--- src/rtl/bit_sync_beat_deframer_top_assert.svh ---
// Assertion macros for the sync-byte deframer.
// Needs aclk and aresetn in the scope that expands them.
`ifndef BIT_SYNC_BEAT_DEFRAMER_TOP_ASSERT_SVH
`define BIT_SYNC_BEAT_DEFRAMER_TOP_ASSERT_SVH

// same-cycle implication
`define BSBD_ASSERT_IMP(label, ante, cons, msg) \
    label: assert property (@(posedge aclk) disable iff (!aresetn) (ante) |-> (cons)) \
        else $error(msg);

// next-cycle implication
`define BSBD_ASSERT_NXT(label, ante, cons, msg) \
    label: assert property (@(posedge aclk) disable iff (!aresetn) (ante) |=> (cons)) \
        else $error(msg);

`endif

--- src/rtl/bsbd_pkg.sv ---
// Constants and widths for the sync-byte deframer.
// No dependencies.
package bsbd_pkg;
    localparam int BYTES_PER_BEAT  = 16;
    localparam int BEAT_COUNT_BITS = 16;
    localparam int BYTE_CNT_W      = (BYTES_PER_BEAT > 1) ? $clog2(BYTES_PER_BEAT) : 1;
    localparam int CMP_W           = (BEAT_COUNT_BITS > 16) ? BEAT_COUNT_BITS : 16;
    localparam logic [7:0] SYNC_BYTE = 8'hFE;

    typedef logic [BYTE_CNT_W-1:0]      byte_cnt_t;
    typedef logic [BEAT_COUNT_BITS-1:0] beat_cnt_t;
endpackage

--- src/rtl/bit_sync_beat_deframer_top.sv ---
// Sync-byte hunting deframer: top level, single module.
// Depends on bsbd_pkg and bit_sync_beat_deframer_top_assert.svh.
//
// Usage:
//   s_ channel: one received byte per request, MSB first in time.
//     s_tuser marks the first byte of a read window, s_tlast the last.
//   m_ channel: one result per byte that completes a payload byte or is a
//     window-last byte (m_tlast), the latter carrying the status in m_tuser[1].
//   cfg channel: writes beats_expected (reset value 1); always ready, write
//     only while the block holds no request.
// Timing: an input register, then the eight bit steps in one combinational
//   pass into the result register. m_tvalid rises once the result of an
//   accepted byte is in the result register; one byte per cycle sustained
//   while m_tready is high.
// Stall: a held result blocks the pass stage; the input register takes one
//   more request only if empty, then s_tready drops until m_tready returns.
// Reset: aresetn clears the hunt state, both stage valids and sets
//   beats_expected to 1.
module bit_sync_beat_deframer_top
    import bsbd_pkg::*;
(
    input  logic        aclk,
    input  logic        aresetn,
    input  logic        s_tvalid,
    output logic        s_tready,
    input  logic [7:0]  s_tdata,   // [7:0] rx_byte
    input  logic        s_tuser,   // [0] window_first
    input  logic        s_tlast,   // window_last
    output logic        m_tvalid,
    input  logic        m_tready,
    output logic [31:0] m_tdata,   // [7:0] payload_byte, [23:8] beat_index,
                                   // [27:24] byte_in_beat, [31:28] zero
    output logic [1:0]  m_tuser,   // [0] data_valid, [1] success
    output logic        m_tlast,   // window_end
    input  logic        cfg_valid,
    output logic        cfg_ready,
    input  logic [15:0] cfg_data
);

    logic        in_vld_reg;
    logic [7:0]  in_byte_reg;
    logic        in_first_reg;
    logic        in_last_reg;

    logic [15:0] beats_exp_reg;

    logic [7:0]  hunt_reg, hunt_next;
    logic        in_payload_reg, in_payload_next;
    logic [7:0]  partial_reg, partial_next;
    logic [2:0]  bit_cnt_reg, bit_cnt_next;
    byte_cnt_t   byte_cnt_reg, byte_cnt_next;
    beat_cnt_t   beats_done_reg, beats_done_next;

    logic        out_vld_reg;
    logic        out_dv_reg, out_dv_next;
    logic [7:0]  out_byte_reg, out_byte_next;
    logic [15:0] out_beat_reg, out_beat_next;
    logic [3:0]  out_pos_reg, out_pos_next;
    logic        out_end_reg;
    logic        out_succ_reg, out_succ_next;

    logic        advance;
    logic        emit;

    assign advance   = in_vld_reg && (!out_vld_reg || m_tready);
    assign s_tready  = !in_vld_reg || advance;
    assign cfg_ready = 1'b1;

    always_comb begin
        logic [7:0]  hs;
        logic        inp;
        logic [7:0]  pb;
        logic [2:0]  bc;
        byte_cnt_t   pc;
        beat_cnt_t   bd;
        beat_cnt_t   bd_inc;
        logic        stop;
        logic        stop_inc;
        logic        have;
        logic        bit_v;
        logic [7:0]  g_byte;
        beat_cnt_t   g_beat;
        byte_cnt_t   g_pos;

        if (in_first_reg) begin
            hs = '0; inp = 1'b0; pb = '0; bc = '0; pc = '0; bd = '0;
        end else begin
            hs = hunt_reg; inp = in_payload_reg; pb = partial_reg;
            bc = bit_cnt_reg; pc = byte_cnt_reg; bd = beats_done_reg;
        end
        bd_inc   = bd + 1'b1;
        stop     = CMP_W'(bd) >= CMP_W'(beats_exp_reg);
        stop_inc = CMP_W'(bd_inc) >= CMP_W'(beats_exp_reg);
        have     = 1'b0;
        g_byte   = '0;
        g_beat   = '0;
        g_pos    = '0;

        for (int i = 7; i >= 0; i--) begin
            bit_v = in_byte_reg[i];
            if (!stop) begin
                if (!inp) begin
                    hs = {hs[6:0], bit_v};
                    if (hs == SYNC_BYTE) begin
                        inp = 1'b1; pb = '0; bc = '0; pc = '0;
                    end
                end else begin
                    pb = {pb[6:0], bit_v};
                    if (bc == 3'd7) begin
                        bc     = '0;
                        have   = 1'b1;
                        g_byte = pb;
                        g_beat = bd;
                        g_pos  = pc;
                        if (pc == byte_cnt_t'(BYTES_PER_BEAT - 1)) begin
                            pc   = '0;
                            bd   = bd_inc;
                            stop = stop_inc;
                            inp  = 1'b0;
                            hs   = '0;
                        end else begin
                            pc = pc + 1'b1;
                        end
                    end else begin
                        bc = bc + 1'b1;
                    end
                end
            end
        end

        emit          = have || in_last_reg;
        out_dv_next   = have;
        out_byte_next = g_byte;
        out_beat_next = 16'(g_beat);
        out_pos_next  = 4'(g_pos);
        out_succ_next = in_last_reg && stop;

        if (in_last_reg) begin
            hunt_next = '0; in_payload_next = 1'b0; partial_next = '0;
            bit_cnt_next = '0; byte_cnt_next = '0; beats_done_next = '0;
        end else begin
            hunt_next = hs; in_payload_next = inp; partial_next = pb;
            bit_cnt_next = bc; byte_cnt_next = pc; beats_done_next = bd;
        end
    end

    always_ff @(posedge aclk) begin
        if (!aresetn) begin
            in_vld_reg     <= 1'b0;
            out_vld_reg    <= 1'b0;
            beats_exp_reg  <= 16'd1;
            hunt_reg       <= '0;
            in_payload_reg <= 1'b0;
            partial_reg    <= '0;
            bit_cnt_reg    <= '0;
            byte_cnt_reg   <= '0;
            beats_done_reg <= '0;
        end else begin
            if (cfg_valid && cfg_ready) begin
                beats_exp_reg <= cfg_data;
            end
            if (s_tready) begin
                in_vld_reg <= s_tvalid;
            end
            if (advance) begin
                out_vld_reg    <= emit;
                hunt_reg       <= hunt_next;
                in_payload_reg <= in_payload_next;
                partial_reg    <= partial_next;
                bit_cnt_reg    <= bit_cnt_next;
                byte_cnt_reg   <= byte_cnt_next;
                beats_done_reg <= beats_done_next;
            end else if (m_tready) begin
                out_vld_reg <= 1'b0;
            end
        end
    end

    always_ff @(posedge aclk) begin
        if (s_tready && s_tvalid) begin
            in_byte_reg  <= s_tdata;
            in_first_reg <= s_tuser;
            in_last_reg  <= s_tlast;
        end
        if (advance && emit) begin
            out_dv_reg   <= out_dv_next;
            out_byte_reg <= out_byte_next;
            out_beat_reg <= out_beat_next;
            out_pos_reg  <= out_pos_next;
            out_end_reg  <= in_last_reg;
            out_succ_reg <= out_succ_next;
        end
    end

    assign m_tvalid = out_vld_reg;
    assign m_tdata  = {4'b0000, out_pos_reg, out_beat_reg, out_byte_reg};
    assign m_tuser  = {out_succ_reg, out_dv_reg};
    assign m_tlast  = out_end_reg;

`include "bit_sync_beat_deframer_top_assert.svh"

    `BSBD_ASSERT_IMP(a_nodata_is_status, m_tvalid && !m_tuser[0], m_tlast, "result without data must be a window end")
    `BSBD_ASSERT_IMP(a_nodata_zero, m_tvalid && !m_tuser[0], m_tdata == 32'd0, "fields must be zero without data")
    `BSBD_ASSERT_IMP(a_success_at_end, m_tvalid && m_tuser[1], m_tlast, "success only on window end")
    `BSBD_ASSERT_IMP(a_hunt_bitcnt, !in_payload_reg, bit_cnt_reg == 3'd0, "bit count must be zero while hunting")
    `BSBD_ASSERT_NXT(a_end_clears, advance && in_last_reg, !in_payload_reg && beats_done_reg == '0, "window end must clear search state")

endmodule

--- config.mk ---
export PLATFORM = sky130hd
export DESIGN_NAME = bit_sync_beat_deframer_top
export DESIGN_NICKNAME = d
export VERILOG_FILES = /design/src/rtl/bsbd_pkg.sv /design/src/rtl/bit_sync_beat_deframer_top.sv
export VERILOG_INCLUDE_DIRS = /design/src /design/src/rtl
export SDC_FILE = /design/constraint.sdc
export NUM_CORES = 1
export LEC_CHECK = 0
export CAP_MARGIN = 10
export CORE_ASPECT_RATIO = 1.25
export CORE_MARGIN = 4
export CORE_UTILIZATION = 35
export DETAILED_ROUTE_END_ITERATION = 8
export DONT_BUFFER_PORTS = 1
export SYNTH_ARGS = -nofsm -noshare
export SYNTH_HDL_FRONTEND = slang
export SYNTH_SLANG_ARGS = --single-unit
export TNS_END_PERCENT = 20
--- constraint.sdc ---
create_clock -name aclk -period 39.9 [get_ports aclk]
set_input_delay 3.99 -clock aclk [delete_from_list [all_inputs] [get_ports aclk]]
set_output_delay 3.99 -clock aclk [all_outputs]
set_load 0.05 [all_outputs]
After elaboration in Yosys (flattened, before gate mapping)
Cells that the tools add are included.
{"block": "word_totals", "register_bits": 99, "inputBits": 31, "output_inout_bits": 38, "wordCells": 413}
{"block": "op_classes", "add_sub_neg": 17, "magnitude_cmp": 2, "n_eq_ne": 24, "muxes": 342, "reduce_logical": 10}
{"op": "two-way mux 16 bit", "count": 58}
{"op": "two-way mux 8 bit", "count": 84}
{"op": "two-way mux 4 bit", "count": 66}
{"op": "two-way mux 3 bit", "count": 34}
{"op": "two-way mux 1 bit", "count": 100}
{"op": "equality test 8 bit, second input constant", "count": 8}
{"op": "adder 4 x 1 -> 4 bit, second input constant", "count": 8}
{"op": "equality test 4 bit, second input constant", "count": 8}
{"op": "greater-or-equal comparator 16 bit", "count": 2}
{"op": "adder 3 x 1 -> 3 bit, second input constant", "count": 8}
{"op": "equality test 3 bit, second input constant", "count": 8}
{"op": "adder 16 x 1 -> 16 bit, second input constant", "count": 1}
{"op": "logical AND 1 bit", "count": 4}
{"op": "logical OR 1 bit", "count": 3}
{"op": "zero test 1 bit", "count": 2}
{"op": "nonzero test 2 bit", "count": 1}

Logic depth before layout (Yosys ltp)
Gate-level depths: netlist of the first run.
{"block": "logic_depth", "ltp_word": 42, "mapped_depth": 64, "mapped_depth_nobuf": 57}

Least setup slack after synthesis of the first run
Ideal clock, no wire load.
{"block": "synth_timing", "kind": "reg2reg", "startpoint": "register in_first_reg", "endpoint": "register out_end_reg (netlist: m_tlast) (enable)", "setup_ps": 439, "t_arrival_ps": 13180, "required_time_ps": 39461, "path_slack_ps": 26281, "path_stages_with_launch": 54, "path_buffers": 8, "period_less_slack_ps": 13619, "path_cell_list": "edfxtp_1 -> inv_1 -> clkbuf_1 -> clkbuf_1 -> nand2_1 -> nor2_1 -> nand2_1 -> nor2_1 -> nand2_1 -> nor2_1 -> nand2_1 -> nor2_1 -> and3_1 -> clkbuf_1 -> and3_1 -> xor2_1 -> ha_1 -> a21oi_1 -> [... 18 more ...] -> ha_1 -> ha_1 -> nand2_1 -> clkbuf_1 -> nand2_1 -> o21ai_1 -> ha_1 -> inv_1 -> or4b_1 -> o21a_2 -> o2111ai_2 -> clkbuf_1 -> mux2i_1 -> nor2_1 -> ha_1 -> ha_1 -> nand3_1 -> a41oi_1"}
{"block": "synth_via", "elab_chain_cells": 41, "elab_cells_between_ends": 214, "classes_between": "14 x add/sub; 2 x order compare; 22 x eq/ne; 174 x mux; 2 x reduce/logical"}
{"element": "from (decl)", "line": "bit_sync_beat_deframer_top.sv:42", "source": "logic in_first_reg;"}
{"element": "from (signal assigned)", "line": "bit_sync_beat_deframer_top.sv:182", "source": "in_first_reg <= s_tuser;"}
{"element": "parallel branches: the longest is 38 deep, another holds adder 16 x 1 -> 16 bit"}
{"element": "two-way mux 1 bit (*)", "line": "bit_sync_beat_deframer_top.sv:101", "source": "if (!stop) begin"}
{"element": "logical OR 1 bit (*)", "line": "bit_sync_beat_deframer_top.sv:131", "source": "emit = have || in_last_reg;"}
{"element": "logical AND 1 bit (*)", "line": "bit_sync_beat_deframer_top.sv:185", "source": "if (advance && emit) begin"}
{"element": "to (signal assigned)", "line": "bit_sync_beat_deframer_top.sv:190", "source": "out_end_reg <= in_last_reg;"}
{"element": "to (decl)", "line": "bit_sync_beat_deframer_top.sv:59", "source": "logic out_end_reg;"}
Mark *: on every way between the ends.
A chain may end at the register's enable or synchronous reset.

Worst setup path after layout of the first run
{"block": "layout_timing", "startpoint": "register in_first_reg", "endpoint": "register beats_done_reg[6]"}
{"block": "layout_via", "elab_chain_cells": 42, "elab_cells_between_ends": 228, "classes_between": "15 x add/sub; 2 x order compare; 23 x eq/ne; 188 x mux"}
{"element": "parallel branches: the longest is 40 deep, another holds adder 16 x 1 -> 16 bit"}
{"element": "two-way mux 16 bit (*)", "line": "bit_sync_beat_deframer_top.sv:101"}
{"element": "two-way mux 16 bit (*)", "line": "bit_sync_beat_deframer_top.sv:138", "source": "if (in_last_reg) begin"}
{"element": "to (signal assigned)", "line": "bit_sync_beat_deframer_top.sv:172", "source": "beats_done_reg <= beats_done_next;"}
{"element": "to (decl)", "line": "bit_sync_beat_deframer_top.sv:52", "source": "beat_cnt_t beats_done_reg, beats_done_next;"}
Marked as above.

==> impl_metrics.json, run 1 <==
{
  "status": "completed",
  "yosysTopAreaCell": "edfxtp_1",
  "synth_area_leaders": "edfxtp_1 (10%), dfxtp_1 (9.1%), mux2i_1 (6.6%), nand2_1 (6.2%), a211oi_1 (5.8%)",
  "critPathMaxFanout": 46,
  "via_per_inst": 6.506,
  "antenna_found_initial": 0,
  "worst_slew_pin_slew_ps": 1241,
  "async_reset_ff_share_pct": 0,
  "whs_endpoint": "beats_done_reg[15]",
  "drc": 0,
  "htree_levels": 3,
  "drt_wl_total_mm": 49.41,
  "syn_inst": 1623,
  "worstRegToRegCells": 53,
  "min_path_cells": 2,
  "worstSetupPathType": "reg -> reg",
  "rr_endpoint": "beats_done_reg[6]",
  "crit_required_ps": 40120,
  "crit_path_start_kind": "flip-flop",
  "final_cell_mix": "nand2_1 (203), nor2_1 (150), a21oi_1 (108), a211oi_1 (95), mux2i_1 (81)",
  "slowest_delay_ps": 780,
  "hold_start": "beats_done_reg[15]",
  "synth.distinct_cells": 121,
  "first_iter_violations": 1345,
  "ys.flop_type": "dfxtp_1",
  "clkPwrFrac_pct": 39.8,
  "fin_hold_ws_ps": 479.2,
  "ys_ff_latch": 97,
  "initial_core_util_pct": 35.56,
  "wire_per_inst_um": 24.40,
  "boundaryPins": 69,
  "portBuffers": 0,
  "timing.setup.tns_ps": 0,
  "maxCapViolCount": 0,
  "ys_warn_count": 0,
  "ys_seq_area_share_pct": 19.11,
  "final_common_cell": "nand2_1",
  "p_sw_uw": 66.20,
  "p_int_uw": 156.5,
  "power_density_nw_per_um2": 17.25,
  "rows": 76,
  "die-area_um2": 38250,
  "path_clk_slew_ps": 80,
  "fin_skew_ps": 10.87,
  "rsz0062_at_grt": "false",
  "hold_violations": 0,
  "die-height_um": 217.7,
  "clockRootBuffer": "clkbuf_16",
  "grt_usage_pct": 25.11,
  "grt_max_degree": 54,
  "vias": 13170,
  "crit_top_cell": "nand2_1",
  "coreArea_um2": 34610,
  "hpwl_mm": 38.32,
  "fp.dieW_um": 175.7,
  "crit_buf_inv": 8,
  "cpLargestDelayFamily": "simple AND/OR/NAND/NOR gates",
  "grt_pass1_vias": 12520,
  "swShare_pct": 29.72,
  "cellLeakagePower_nw": 5.060,
  "syn_area_um2": 12310,
  "cts-resized-gates": 0,
  "slew_violations": 0,
  "clock.fmax_mhz": 62.75,
  "clk_path_buf_depth": 2,
  "cts_tree": "done",
  "cts_hold_buf": 0,
  "grt_pass1_wl_mm": 75.06,
  "finalSetupViolations": 0,
  "antenna_cells": 0,
  "fin_nets": 1640,
  "drive_gt1_share_pct": 8.927,
  "ir_drop_mv": 0.02982,
  "place.gp.congestion": 0.9671,
  "fin_crit_ps": 15940,
  "syn_avg_cell_area_um2": 7.583,
  "synth.top_cell.area_share_pct": 10.00,
  "crit_path_top_delay_cell": "o31a_1",
  "drt-pass1-iter-count": 5,
  "p_seq_share_pct": 48.8,
  "r2r_slack_ps": 23960,
  "postCtsSetupBuffers": 0,
  "clock-sinks": 97,
  "clock_latency_ps": 380,
  "slew_headroom_pct": 16.50,
  "synth_edf_count": 41,
  "gr-total-overflow": 0,
  "postRouteAntennaNets": 0,
  "crit_path_end_kind": "flip-flop",
  "fin_crit_sh_pct": 39.94,
  "r2r-start": "in_first_reg",
  "syn_to_final_growth_pct": 4.921,
  "hold_path.class": "reg -> reg",
  "cts_buffers": 9,
  "crit_arrival_ps": 16160,
  "p_comb_share_pct": 11.4
}
==> power by group through the flow <==
stage | Clock (mW) | Combinational [mW] | Sequential (mW)
4_1_cts | 0.0906 | 0.0249 | 0.109
3_3_place_gp | 0 | 0.0247 | 0.111
2_1_floorplan | 0 | 0.0191 | 0.110
6_report | 0.0886 | 0.0255 | 0.109
3_5_place_dp | 0 | 0.0247 | 0.111
5_1_grt | 0.0943 | 0.0273 | 0.109
==> worst reg2reg max path: cells and delay by family, from the launching register on <==
kind	cells	cell delay [ps]
compound gates	10	3910
xor+xnor	1	460
flops	1	360
simple gates	26	7550
fa+ha+maj	6	1490
mux	2	580
buf+inv	8	1440
==> cell families after synthesis <==
family                     after synthesis  synth area share (%)
other                                    2               0.06102
DFF                                     97                 19.11
xor gates and xnor gates                46                 3.274
AOI/OAI and AO/OA                      552                 32.87
and+or+nand+nor                        611                 24.85
buffers and inverters                  153                 5.226
muxes                                  105                 8.815
adders and majority gates               57                 5.795
==> Yosys cell counts, types with 16 or more instances <==
library cell / instances
nand2_1: 203
mux2_2: 23
mux2i_1: 81
o21ai_1: 22
o21ai_0: 79
nand3_1: 41
dfxtp_1: 56
edfxtp_1: 41
nor2_1: 150
xnor2_1: 26
nor2b_1: 34
clkbuf_1: 82
and2_1: 23
a21oi_1: 108
ha_1: 57
xor2_1: 20
o211ai_1: 25
inv_1: 48
a211oi_1: 95
nor3_1: 54
o22ai_1: 16
==> worst max-delay path by stage <==
stage                       from                end  slack [ps]  cells past startpoint
finish              in_first_reg  beats_done_reg[6]       23960                     53
detailed placement  in_first_reg  beats_done_reg[3]       24270                     52
floorplan           in_first_reg            m_tlast       26280                     53
global route        in_first_reg  beats_done_reg[3]       22810                     54
CTS                 in_first_reg  beats_done_reg[6]       24230                     52
global placement    in_first_reg  beats_done_reg[1]       24700                     53
==> final cells by class <==
type                       instances  area, µm²
fill                            3699      21700
clock inverter                     7      61.31
timing repair buffer              19      150.1
tap                              468      585.6
multi-input combinational       1376       9354
sequential                        97       2352
clock buffer                       9      225.2
inverter                          49      183.9
==> metrics by stage <==
step                      setup slack (ps)  cell area, µm²  total power, mW  cells  utilization, %
after global routing                 22810           12910           0.2305   2025           37.30
after floorplan                      26280           12320           0.1287   1626               -
final                                23960           12910           0.2227   2025           37.30
after CTS                            24230           12900           0.2241   2024           37.26
after global placement               24700           12610           0.1356   2008           36.43
after detailed placement             24270           12610           0.1356   2008           36.43
==> routing by layer <==
layer  vias to the layer above  GRT usage (%)  part of all wire, %
li1                       6022              -                    -
met1                      6249          27.69                   36
met2                       697          43.05                   48
met3                       206          3.191                  6.3
met4                         0          20.51                  9.5
met5                         -              0                    0
Note: power is estimated with default switching activity, not from simulation.
==> run 2: changes to the inputs <==
--- a/config.mk
+++ b/config.mk
@@ -6,6 +6,7 @@
 export SDC_FILE = /design/constraint.sdc
 export NUM_CORES = 1
 export LEC_CHECK = 0
+export ABC_AREA = 1
 export CAP_MARGIN = 10
 export CORE_ASPECT_RATIO = 1.25
 export CORE_MARGIN = 4
==> constraint.sdc (replaced) <==
create_clock -name aclk -period 13.95 [get_ports aclk]
set_input_delay 1.395 -clock aclk [delete_from_list [all_inputs] [get_ports aclk]]
set_output_delay 1.395 -clock aclk [all_outputs]
set_load 0.05 [all_outputs]
==> run 2 against run 1 <==
Against the previous run: maximum frequency increased by 25%; clock power increased to 3.1 times the previous value; synthesized cell count increased by 33%; combinational power increased to 3.9 times the previous value; non-clock buffer count increased by 7; synthesized area increased by 0.90%; core utilization increased by 0.47 points; largest cell class unchanged; power increased to 3.1 times the previous value; worst hold slack got worse by 11 ps; flip-flop and latch count unchanged; register-to-register slack got worse by 23000 ps.
==> impl_metrics.json, run 2 <==
{
  "fin_crit_ps": 12790,
  "antenna_cells": 0,
  "gr-total-overflow": 0,
  "clock_latency_ps": 390,
  "postLayoutCoreUtil_pct": 37.78,
  "clock-sinks": 97,
  "first_iter_violations": 1230,
  "hold_path.class": "reg -> reg",
  "placed_area_um2": 12730,
  "cts_buffers": 9,
  "critPathMaxFanout": 44,
  "postLayoutCellArea_um2": 13110,
  "rsz0062_at_grt": "false",
  "synth.distinct_cells": 58,
  "boundaryPins": 69,
  "synth_area_leaders": "nand2_1 (21%), edfxtp_1 (9.9%), o21ai_0 (9.6%), dfxtp_1 (9.0%), inv_1 (6.1%)",
  "power_density_nw_per_um2": 51.92,
  "grt_pass1_vias": 12810,
  "ys_ff_latch": 97,
  "maxCapViolCount": 0,
  "crit_arrival_ps": 13110,
  "hpwl_mm": 36.91,
  "async_reset_ff_share_pct": 0,
  "ys_seq_area_share_pct": 18.94,
  "yosysMostFrequentCell": "nand2_1",
  "synthTopCellsByCount": "nand2_1 (709), o21ai_0 (238), inv_1 (202)",
  "clockRootBuffer": "clkbuf_16",
  "dp_worst_setup_slack_ps": 739.5,
  "hold_violations": 0,
  "clk_path_buf_depth": 2,
  "syn_inst": 2157,
  "place.gp.congestion": 0.9673,
  "initial_core_util_pct": 35.78,
  "finalSetupViolations": 0,
  "fill_cells": 3889,
  "ys_warn_count": 0,
  "worstSetupPathType": "reg -> reg",
  "crit_path_end_kind": "flip-flop",
  "synth.top_cell.area_share_pct": 21.43,
  "drive_gt1_share_pct": 9.052,
  "timing.setup.tns_ps": 0,
  "grt_max_degree": 45,
  "rows": 76,
  "syn_avg_cell_area_um2": 5.757,
  "slew_violations": 0,
  "coreArea_um2": 34710,
  "drt-pass1-iter-count": 6,
  "fp.dieW_um": 176.5,
  "final_cell_mix": "nand2_1 (709), o21ai_0 (238), inv_1 (201), nor2_1 (199), a21oi_1 (134)",
  "worst_slack_ps": 1161,
  "regArea_um2": 2352,
  "grt_pass1_wl_mm": 70.91,
  "ys.flop_type": "dfxtp_1",
  "crit_buf_inv": 21,
  "via_per_inst": 5.475,
  "fin_hold_ws_ps": 467.8,
  "die-height_um": 218.6,
  "status": "completed",
  "worstRegToRegCells": 74,
  "portBuffers": 0,
  "drt_wl_total_mm": 47.41,
  "crit_required_ps": 14270,
  "clock.fmax_mhz": 78.19,
  "slowest_delay_ps": 440,
  "critical_path_depth": 74,
  "synth_edf_count": 41,
  "cts_tree": "done",
  "cellLeakagePower_nw": 5.937,
  "postRouteAntennaNets": 0,
  "crit_path_start_kind": "flip-flop",
  "fin_crit_sh_pct": 91.68,
  "grt_usage_pct": 23.46,
  "htree_levels": 3,
  "crit_path_top_delay_cell": "edfxtp_1",
  "yosysTopAreaCell": "nand2_1",
  "ir_drop_mv": 0.07305,
  "antenna_found_initial": 0,
  "cpLargestDelayFamily": "simple AND/OR/NAND/NOR gates",
  "final_common_cell": "nand2_1",
  "path_clk_slew_ps": 90,
  "worst_slew_pin_slew_ps": 882.4,
  "multi_input_area_um2": 8726,
  "slew_headroom_pct": 41.11,
  "fin_skew_ps": 15.60,
  "drc": 0,
  "fin_nets": 2182,
  "wire_per_inst_um": 18.47,
  "die-area_um2": 38580,
  "syn_to_final_growth_pct": 5.582,
  "vias": 14060,
  "min_path_cells": 2,
  "syn_area_um2": 12420
}
run 2: cell types whose count changed after synthesis, moves of 49 or more:
cell      previous run  this run
o21ai_0             79       238
nor3_1              54         5
mux2i_1             81         0
nand2_1            203       709
inv_1               48       202
nor2_1             150       199
nand3_1             41       101
a211oi_1            95         7
run 2: timing repair:
item,CTS,global route
setup endpoints to repair,0,95
buffers inserted,0,4
hold buffers,0,0
endpoints found under the hold margin,0,0
gates resized for setup,0,10
run 2: logic make-up (layout without fill, tap and decap cells):
logic type / after synthesis / in the layout / synth area share (%)
compound gates: 519 / 519 / 23.81
xor+xnor: 6 / 6 / 0.4232
other cells: 2 / 5 / 0.06048
flops: 97 / 97 / 18.94
simple gates: 1127 / 1128 / 39.81
buf+inv: 349 / 287 / 11.21
fa+ha+maj: 57 / 57 / 5.743
run 2: layer usage:
metal  vias to the layer above  global-route usage (%)  part of all wire, %
li1                       6962                       -                    -
met1                      6485                   27.02                   40
met2                       477                   42.40                   50
met3                       131                   2.439                  4.5
met4                         0                   12.77                  6.0
met5                         -                       0                    0
run 2: metrics by stage:
step                      power, mW  std cells
final                        0.6808       2567
after global routing         0.7088       2567
after CTS                    0.6887       2562
after global placement       0.4139       2546
after detailed placement     0.4145       2546
after floorplan              0.3880       2160
run 2: area by class of cell:
cell class                      count  share of cell area [%]
Timing Repair Buffer               26                   1.584
Clock buffer                        9                   1.718
Tap cell                          468                   4.466
Inverter                          245                   7.167
Multi-Input combinational cell   1715                   66.55
Clock inverter                      7                  0.5726
Sequential cell                    97                   17.94
run 2: worst reg2reg max path, delay by kind of cell, from the launching register on:
kind            cells  cell delay [ps]
compound gates     12             1880
xor+xnor            1              270
fa+ha+maj           9             2210
buf+inv            21             2710
flops               1              440
simple gates       31             5230
run 2: worst paths after layout:
kind | startpoint | end | slack (ps)
min reg2reg | beats_done_reg[1] | beats_done_reg[1] | 470
max | in_first_reg | beats_done_reg[15] | 1160
max reg2reg | in_first_reg | beats_done_reg[15] | 1160
min | beats_done_reg[1] | beats_done_reg[1] | 470
run 2: power breakdown:
part           total (mW)  switching, mW  internal (mW)
registers           0.311        0.00849          0.302
clock network       0.271          0.144          0.128
logic              0.0986         0.0715         0.0271
